**src/mtep_pkg.sv**
```systemverilog
// shared types, codes and helpers of the midi track event parser
package mtep_pkg;

   localparam int unsigned LenWidth   = 28;
   localparam int unsigned TempoWidth = 24;
   localparam int unsigned StoreDepth = 3;

   localparam logic [LenWidth-1:0] LenMax = {LenWidth{1'b1}};

   localparam logic [7:0] StatusMeta     = 8'hFF;
   localparam logic [7:0] StatusSysex    = 8'hF0;
   localparam logic [7:0] StatusSysexEnd = 8'hF7;
   localparam logic [7:0] MetaTempo      = 8'h51;
   localparam logic [7:0] MetaEndTrack   = 8'h2F;

   // parse phases, one-hot
   typedef enum logic [5:0] {
      PH_DELTA   = 6'b000001,
      PH_STATUS  = 6'b000010,
      PH_MTYPE   = 6'b000100,
      PH_MLEN    = 6'b001000,
      PH_PAYLOAD = 6'b010000,
      PH_SYSEX   = 6'b100000
   } phase_type;

   typedef enum logic [1:0] {
      KIND_CHANNEL = 2'd0,
      KIND_META    = 2'd1,
      KIND_SYSEX   = 2'd2,
      KIND_BAD     = 2'd3
   } kind_type;

   typedef struct packed {
      phase_type             phase;
      logic [LenWidth-1:0]   vlq_acc;
      logic [LenWidth-1:0]   held_delta;
      logic [7:0]            held_status;
      logic [7:0]            running_status;
      logic [7:0]            held_meta_type;
      logic [LenWidth-1:0]   bytes_remaining;
      logic [LenWidth-1:0]   bytes_taken;
      logic [7:0]            payload0;
      logic [7:0]            payload1;
      logic [7:0]            payload2;
      logic [TempoWidth-1:0] tempo;
      logic                  tempo_captured;
   } parse_state_type;

   typedef struct packed {
      kind_type              event_kind;
      logic [LenWidth-1:0]   delta_ticks;
      logic [7:0]            status_value;
      logic [7:0]            meta_type;
      logic [LenWidth-1:0]   payload_length;
      logic [7:0]            payload_first;
      logic [7:0]            payload_second;
      logic [7:0]            payload_third;
      logic                  track_ended;
      logic [TempoWidth-1:0] tempo_micros;
      logic                  tempo_known;
   } event_type;

   // data bytes of a channel message: program change and channel pressure carry one
   function automatic logic [1:0] chan_count(logic [7:0] status);
      unique case (status[6:4])
         3'd4, 3'd5: chan_count = 2'd1;
         default:    chan_count = 2'd2;
      endcase
   endfunction

endpackage

```
**src/mtep_step.sv**
```systemverilog
// next-state and event decode for one track byte
module mtep_step
   import mtep_pkg::*;
(
   input  parse_state_type cur_state,
   input  logic [7:0]      track_byte,
   input  logic            new_track,
   output parse_state_type nxt_state,
   output logic            emit,
   output event_type       evt
);

   function automatic parse_state_type take_byte(parse_state_type st, logic [7:0] b);
      parse_state_type r;
      r = st;
      unique case (st.bytes_taken)
         LenWidth'(0): r.payload0 = b;
         LenWidth'(1): r.payload1 = b;
         LenWidth'(2): r.payload2 = b;
         default: ;
      endcase
      if (st.bytes_taken != LenMax) r.bytes_taken = st.bytes_taken + LenWidth'(1);
      return r;
   endfunction

   parse_state_type     s;
   kind_type            kind;
   logic [7:0]          stat;
   logic [7:0]          mtype;
   logic [LenWidth-1:0] len;
   logic                ended;
   logic                fin_meta;
   logic [LenWidth-1:0] acc_shift;

   always_comb begin
      s        = cur_state;
      emit     = 1'b0;
      fin_meta = 1'b0;
      kind     = KIND_CHANNEL;
      stat     = '0;
      mtype    = '0;
      len      = '0;
      ended    = 1'b0;
      if (new_track) begin
         s.phase          = PH_DELTA;
         s.vlq_acc        = '0;
         s.running_status = '0;
      end
      acc_shift = {s.vlq_acc[LenWidth-8:0], track_byte[6:0]};
      unique case (s.phase)
         PH_DELTA, PH_MLEN: begin
            s.vlq_acc = acc_shift;
            if (!track_byte[7]) begin
               s.vlq_acc = '0;
               if (s.phase == PH_DELTA) begin
                  s.held_delta = acc_shift;
                  s.phase      = PH_STATUS;
               end else begin
                  s.bytes_remaining = acc_shift;
                  if (acc_shift == '0) fin_meta = 1'b1;
                  else s.phase = PH_PAYLOAD;
               end
            end
         end
         PH_STATUS: begin
            s.payload0        = '0;
            s.payload1        = '0;
            s.payload2        = '0;
            s.bytes_taken     = '0;
            s.bytes_remaining = '0;
            s.held_meta_type  = '0;
            priority if (track_byte == StatusMeta) begin
               s.held_status = StatusMeta;
               s.phase       = PH_MTYPE;
            end else if (track_byte == StatusSysex) begin
               s.held_status = StatusSysex;
               s.phase       = PH_SYSEX;
            end else if (track_byte > StatusSysex) begin
               emit = 1'b1;
               kind = KIND_BAD;
               stat = track_byte;
            end else if (track_byte[7]) begin
               s.held_status     = {track_byte[7:4], 4'h0};
               s.running_status  = {track_byte[7:4], 4'h0};
               s.bytes_remaining = LenWidth'(chan_count(track_byte));
               s.phase           = PH_PAYLOAD;
            end else if (s.running_status == '0) begin
               // data byte with no running status to reuse
               emit = 1'b1;
               kind = KIND_BAD;
               stat = track_byte;
            end else begin
               s.held_status     = s.running_status;
               s = take_byte(s, track_byte);
               s.bytes_remaining = LenWidth'(chan_count(s.held_status) - 2'd1);
               if (s.bytes_remaining == '0) begin
                  emit = 1'b1;
                  kind = KIND_CHANNEL;
                  stat = s.held_status;
                  len  = s.bytes_taken;
               end else begin
                  s.phase = PH_PAYLOAD;
               end
            end
         end
         PH_MTYPE: begin
            s.held_meta_type = track_byte;
            s.vlq_acc        = '0;
            s.phase          = PH_MLEN;
         end
         PH_PAYLOAD: begin
            s = take_byte(s, track_byte);
            if (s.bytes_remaining != '0) s.bytes_remaining = s.bytes_remaining - LenWidth'(1);
            if (s.bytes_remaining == '0) begin
               if (s.held_status == StatusMeta) begin
                  fin_meta = 1'b1;
               end else begin
                  emit = 1'b1;
                  kind = KIND_CHANNEL;
                  stat = s.held_status;
                  len  = s.bytes_taken;
               end
            end
         end
         PH_SYSEX: begin
            if (track_byte == StatusSysexEnd) begin
               emit = 1'b1;
               kind = KIND_SYSEX;
               stat = StatusSysex;
               len  = s.bytes_taken;
            end else begin
               s = take_byte(s, track_byte);
            end
         end
         default: s.phase = PH_DELTA;
      endcase
      if (fin_meta) begin
         if (s.held_meta_type == MetaTempo && !s.tempo_captured) begin
            s.tempo          = {s.payload0, s.payload1, s.payload2};
            s.tempo_captured = 1'b1;
         end
         emit  = 1'b1;
         kind  = KIND_META;
         stat  = StatusMeta;
         mtype = s.held_meta_type;
         len   = s.bytes_taken;
         ended = (s.held_meta_type == MetaEndTrack);
      end
      if (emit) s.phase = PH_DELTA;
      nxt_state = s;
      evt.event_kind     = kind;
      evt.delta_ticks    = s.held_delta;
      evt.status_value   = stat;
      evt.meta_type      = mtype;
      evt.payload_length = len;
      evt.payload_first  = s.payload0;
      evt.payload_second = s.payload1;
      evt.payload_third  = s.payload2;
      evt.track_ended    = ended;
      evt.tempo_micros   = s.tempo;
      evt.tempo_known    = s.tempo_captured;
   end

endmodule

```
**src/mtep_out_buf.sv**
```systemverilog
// two-entry output register with skid stage for parsed events
module mtep_out_buf
   import mtep_pkg::*;
(
   input  logic      clock,
   input  logic      reset,
   input  logic      push,
   input  event_type push_data,
   output logic      push_ready,
   output logic      out_valid,
   input  logic      out_ready,
   output event_type out_data
);

   logic      main_valid_ff, main_valid_in;
   logic      skid_valid_ff, skid_valid_in;
   event_type main_ff, main_in;
   event_type skid_ff, skid_in;
   logic      pop;

   assign pop        = main_valid_ff && out_ready;
   assign push_ready = !skid_valid_ff;
   assign out_valid  = main_valid_ff;
   assign out_data   = main_ff;

   always_comb begin
      main_valid_in = main_valid_ff;
      skid_valid_in = skid_valid_ff;
      main_in       = main_ff;
      skid_in       = skid_ff;
      if (skid_valid_ff) begin
         if (pop) begin
            main_in       = skid_ff;
            skid_valid_in = 1'b0;
         end
      end else if (push) begin
         if (!main_valid_ff || pop) begin
            main_in       = push_data;
            main_valid_in = 1'b1;
         end else begin
            skid_in       = push_data;
            skid_valid_in = 1'b1;
         end
      end else if (pop) begin
         main_valid_in = 1'b0;
      end
   end

   always_ff @(posedge clock) begin
      if (reset) begin
         main_valid_ff <= 1'b0;
         skid_valid_ff <= 1'b0;
      end else begin
         main_valid_ff <= main_valid_in;
         skid_valid_ff <= skid_valid_in;
      end
      main_ff <= main_in;
      skid_ff <= skid_in;
   end

endmodule

```
**src/midi_track_event_parser.sv**
```systemverilog
// midi track event parser top level
// Takes the bytes of a track chunk one per transaction and returns one event
// transaction for every completed event: delta time, status, meta type, payload
// length, first three payload bytes, end-of-track flag and the first tempo seen.
// Raise req_new_track with the first byte of each track to drop running status
// and restart at a delta time; the captured tempo survives. A byte is taken every
// cycle: the parse state is updated in the same cycle the byte is accepted and an
// event lands in a two-entry output register, so req_ready only drops while both
// entries hold events the consumer has not yet taken. Each event is registered
// in the output buffer ahead of rsp_valid. Bad status bytes (0xF1..0xFE) and
// data bytes with no running status come back as kind 3 and parsing resyncs.
module midi_track_event_parser
   import mtep_pkg::*;
(
   input  logic                  clock,
   input  logic                  reset,
   input  logic                  req_valid,
   output logic                  req_ready,
   input  logic [7:0]            req_track_byte,
   input  logic                  req_new_track,
   output logic                  rsp_valid,
   input  logic                  rsp_ready,
   output logic [1:0]            rsp_event_kind,
   output logic [LenWidth-1:0]   rsp_delta_ticks,
   output logic [7:0]            rsp_status_value,
   output logic [7:0]            rsp_meta_type,
   output logic [LenWidth-1:0]   rsp_payload_length,
   output logic [7:0]            rsp_payload_first,
   output logic [7:0]            rsp_payload_second,
   output logic [7:0]            rsp_payload_third,
   output logic                  rsp_track_ended,
   output logic [TempoWidth-1:0] rsp_tempo_micros,
   output logic                  rsp_tempo_known
);

   // parse state registers
   parse_state_type state_ff, state_in;
   parse_state_type step_state;
   logic            step_emit;
   event_type       step_evt;
   event_type       out_evt;
   logic            accept;

   // one byte of decode per accepted transaction
   mtep_step u_step (
      .cur_state (state_ff),
      .track_byte(req_track_byte),
      .new_track (req_new_track),
      .nxt_state (step_state),
      .emit      (step_emit),
      .evt       (step_evt)
   );

   assign accept   = req_valid && req_ready;
   assign state_in = accept ? step_state : state_ff;

   always_ff @(posedge clock) begin
      if (reset) begin
         state_ff.phase          <= PH_DELTA;
         state_ff.vlq_acc        <= '0;
         state_ff.held_delta     <= '0;
         state_ff.held_status    <= '0;
         state_ff.running_status <= '0;
         state_ff.held_meta_type <= '0;
         state_ff.bytes_remaining <= '0;
         state_ff.bytes_taken    <= '0;
         state_ff.payload0       <= '0;
         state_ff.payload1       <= '0;
         state_ff.payload2       <= '0;
         state_ff.tempo          <= '0;
         state_ff.tempo_captured <= 1'b0;
      end else begin
         state_ff <= state_in;
      end
   end

   // result register plus skid entry, keeps input flowing while the consumer stalls
   mtep_out_buf u_out_buf (
      .clock     (clock),
      .reset     (reset),
      .push      (accept && step_emit),
      .push_data (step_evt),
      .push_ready(req_ready),
      .out_valid (rsp_valid),
      .out_ready (rsp_ready),
      .out_data  (out_evt)
   );

   assign rsp_event_kind     = out_evt.event_kind;
   assign rsp_delta_ticks    = out_evt.delta_ticks;
   assign rsp_status_value   = out_evt.status_value;
   assign rsp_meta_type      = out_evt.meta_type;
   assign rsp_payload_length = out_evt.payload_length;
   assign rsp_payload_first  = out_evt.payload_first;
   assign rsp_payload_second = out_evt.payload_second;
   assign rsp_payload_third  = out_evt.payload_third;
   assign rsp_track_ended    = out_evt.track_ended;
   assign rsp_tempo_micros   = out_evt.tempo_micros;
   assign rsp_tempo_known    = out_evt.tempo_known;

endmodule
```
**config.mk**
```make
export PLATFORM = sky130hd
export DESIGN_NAME = midi_track_event_parser
export DESIGN_NICKNAME = d
export VERILOG_FILES = /design/src/mtep_pkg.sv /design/src/mtep_step.sv /design/src/mtep_out_buf.sv /design/src/midi_track_event_parser.sv
export SDC_FILE = /design/constraint.sdc
export NUM_CORES = 1
export LEC_CHECK = 0
export BUFFER_PORTS_ARGS = -buffer_cell sky130_fd_sc_hd__buf_2
export CAP_MARGIN = 5
export CORE_MARGIN = 2
export CORE_UTILIZATION = 30
export DETAILED_ROUTE_END_ITERATION = 10
export PLACE_DENSITY_LB_ADDON = 0.3
export RECOVER_POWER = 25
export SYNTH_ARGS = -nofsm -noshare
export SYNTH_HDL_FRONTEND = slang
export SYNTH_HIERARCHICAL = 1
export SYNTH_SLANG_ARGS = --single-unit
```
**constraint.sdc**
```tcl
create_clock -name clock -period 13 [get_ports clock]
set_input_delay 2.6 -clock clock [delete_from_list [all_inputs] [get_ports clock]]
set_output_delay 2.6 -clock clock [all_outputs]
set_load 0.02 [all_outputs]
```
==> results.tsv <==
stage	metric	value	unit
sta	fin_skew	0.0212	ns
worst_setup_path	cp.arrival	8.40	ns
min_path	hold_class	flip-flop to flip-flop	
drt	vias	18300	
drt	antenna_left	0	
worst_setup_path	crit_fanout	72	
clock_network	clk_latency	0.60	ns
sta	max_freq	0.122	GHz
clock_network	cts_tree	built	
yosys	yosysWarningCount	6	
die	die-height	288	um
power	power.total	0.00299	W
sta	tightest_slew	1.76	ns
die	die-area	83000	um^2
sta	setup_tns	0	ns
clock_network	postCtsSetupBuffers	0	
outcome	status	complete, but fails checks	
yosys	synthCells	2362	
worst_setup_path	startpoint	req_new_track	
die	coreArea	80200	um^2
drt	wl_per_cell	20.3	um
worst_setup_path	reg2reg_depth	15	
die	die_x	288	um
worst_setup_path	cp-endpoint	u_out_buf/out_data[99]	
job	drv_cap	2	
power	peakVddDrop	0.0000775	V
sta	setup-violations-final	0	
sta	hold_viol_final	0	
worst_setup_path	r2r_start	state_ff[77]	
drt	drt_pass1_iterations	5	
outcome	violations	max-capacitance violations, max-slew violations	
sta	slew_headroom	-17.7	%
clock_network	cts_max_path_buffers	3	
placement	hpwl	43800	um
drt	post_drt_via_cell_ratio	5.41	
die	pin_count	139	
sta	slew_viol_final	56	
power	p_per_area	115	nW/um^2
layout	finalInstanceArea	26000	um^2
clock_network	ctsResizeCount	0	
placement	place_area	24600	um^2
placement	gp_congestion	0.911	
layout	final_nets	2292	
global_routing	grt_use_total	16.1	%
drt	initialDrtViolationCount	1702	
clock_network	clockRootBuffer	clkbuf_16	
worst_setup_path	cp.required	13.21	ns
drt	drt_wl_total	68600	um
worst_setup_path	reg2reg_slack	6.83	ns
yosys	syn_area_per_cell	10.2	um^2
clock_network	cts_hold_buffers	0	
layout	layout-drive-gt1-share	15.8	%
worst_setup_path	reg2reg_to	u_out_buf/out_data[99]	
clock_network	cts.clk_slew.worst_paths	0.06	ns
global_routing	first_global_vias	17600	
placement	port_buffers	138	
yosys	netlist_area	24200	um^2
die	rows	104	
sta	rsz0062_at_grt	false	
global_routing	grt_max_degree	178	
layout	n_antenna_cell	0	
sta	min_period	8.20	ns
power	p_leak	8.37	nW
worst_setup_path	end_kind	flip-flop	
layout	syn_to_final_growth	7.62	%
global_routing	overflow	0	
worst_setup_path	startpoint_type	input pin	
die	initial_core_util	30.2	%
drt	remaining_drc_errors	0	
clock_network	cts.sinks	434	
sta	finalCritPeriodShare	63.0	%
global_routing	antenna_found_initial	5	
worst_setup_path	worstSetupPathType	input pin to flip-flop	
clock_network	cts_buffers	48	
placement	placed_cells	3283	
yosys	synth_nets	2381	
clock_network	htreeDepth	2	
global_routing	grt_pass1_wl	106000	um
layout	instances_no_fill	3373	
## power by group
| part | leakage, nW | switching [W] | internal (W) | total [W] |
|---|---|---|---|---|
| logic | 3.96 | 0.000116 | 0.0000399 | 0.000156 |
| clock network | 0.777 | 0.000578 | 0.000811 | 0.00139 |
| registers | 3.64 | 0.00000547 | 0.00144 | 0.00145 |
## worst min path at each step
| stage | from | slack, ns | to | cells past startpoint |
|---|---|---|---|---|
| after floorplan | u_out_buf/skid_ff[117] | 0.52 | u_out_buf/out_data[117] | 1 |
| after CTS | u_out_buf/skid_ff[14] | 0.55 | u_out_buf/out_data[14] | 1 |
| after detailed placement | u_out_buf/skid_ff[52] | 0.53 | u_out_buf/out_data[52] | 1 |
| after global routing | u_out_buf/skid_ff[84] | 0.55 | u_out_buf/out_data[84] | 1 |
| after global placement | u_out_buf/skid_ff[23] | 0.53 | u_out_buf/out_data[23] | 1 |
| final | u_out_buf/skid_ff[97] | 0.55 | u_out_buf/out_data[97] | 1 |
## through the flow
step                hold slack (ns)  utilization, %  setup WS, ns
floorplan                     0.523               -          1.35
global placement              0.531            30.7          4.76
detailed placement            0.531            30.7          4.62
CTS                           0.548            32.7          5.26
global route                  0.554            32.5          4.46
finish                        0.546            32.5          4.80
## state kept, by name, summed over array words and instances, names as in the netlist
name	count
state_ff	184
u_out_buf/out_data	124
u_out_buf/out_valid	1
u_out_buf/skid_ff	124
u_out_buf/skid_valid_ff	1
## layer usage
layer  vias up  share of wire [%]  global-route usage (%)
li1       8557                  -                       -
met2       483                 46                    25.9
met1      9081                 45                    21.7
met5         -              0.095                       0
met4        10                3.2                    5.47
met3       128                5.2                    2.87
## worst max-delay path: stages
cell and delay (ns):
clkbuf_1 0.59, or3_1 0.71, or4_1 0.57, buf_4 0.27
a2111oi_0 0.43, o2111a_1 0.31, nand4_1 0.11, buf_4 0.27
nand3_1 0.20, and3_1 0.27, mux2i_1 0.13, a21oi_4 0.28
buf_4 0.58, buf_4 0.83
## area by class of cell
class	instances	area, um^2
fill	8174	54100
timing repair buffer	168	758
multi-input combinational	1591	11100
clock buffer	68	1360
tap	1060	1330
inverter	30	120
clock inverter	22	250
sequential	434	11200
## placed cells by master (no fill, tap or decap), types with 8 or more instances in the layout
| master | n |
|---|---|
| a21bo_1 | 180 |
| buf_2 | 10 |
| nor2b_1 | 13 |
| or3_1 | 18 |
| mux2_1 | 20 |
| nor4_1 | 36 |
| nand2_1 | 171 |
| a22oi_1 | 28 |
| a22o_1 | 44 |
| a221o_1 | 29 |
| nand3_1 | 236 |
| nand4_1 | 22 |
| buf_4 | 25 |
| a21oi_1 | 140 |
| and2_1 | 10 |
| clkinv_1 | 8 |
| xnor2_1 | 9 |
| o31ai_1 | 11 |
| and4_1 | 9 |
| or4_1 | 13 |
| a31oi_1 | 16 |
| mux2_2 | 130 |
| nand2b_1 | 12 |
| edfxtp_1 | 248 |
| nor3_1 | 29 |
| nor2_1 | 78 |
| clkbuf_1 | 144 |
| inv_1 | 28 |
| o21ai_0 | 92 |
| and3_1 | 17 |
| clkbuf_16 | 49 |
| a21oi_2 | 98 |
| dfxtp_1 | 185 |
Power figures use the tool's default switching activity.
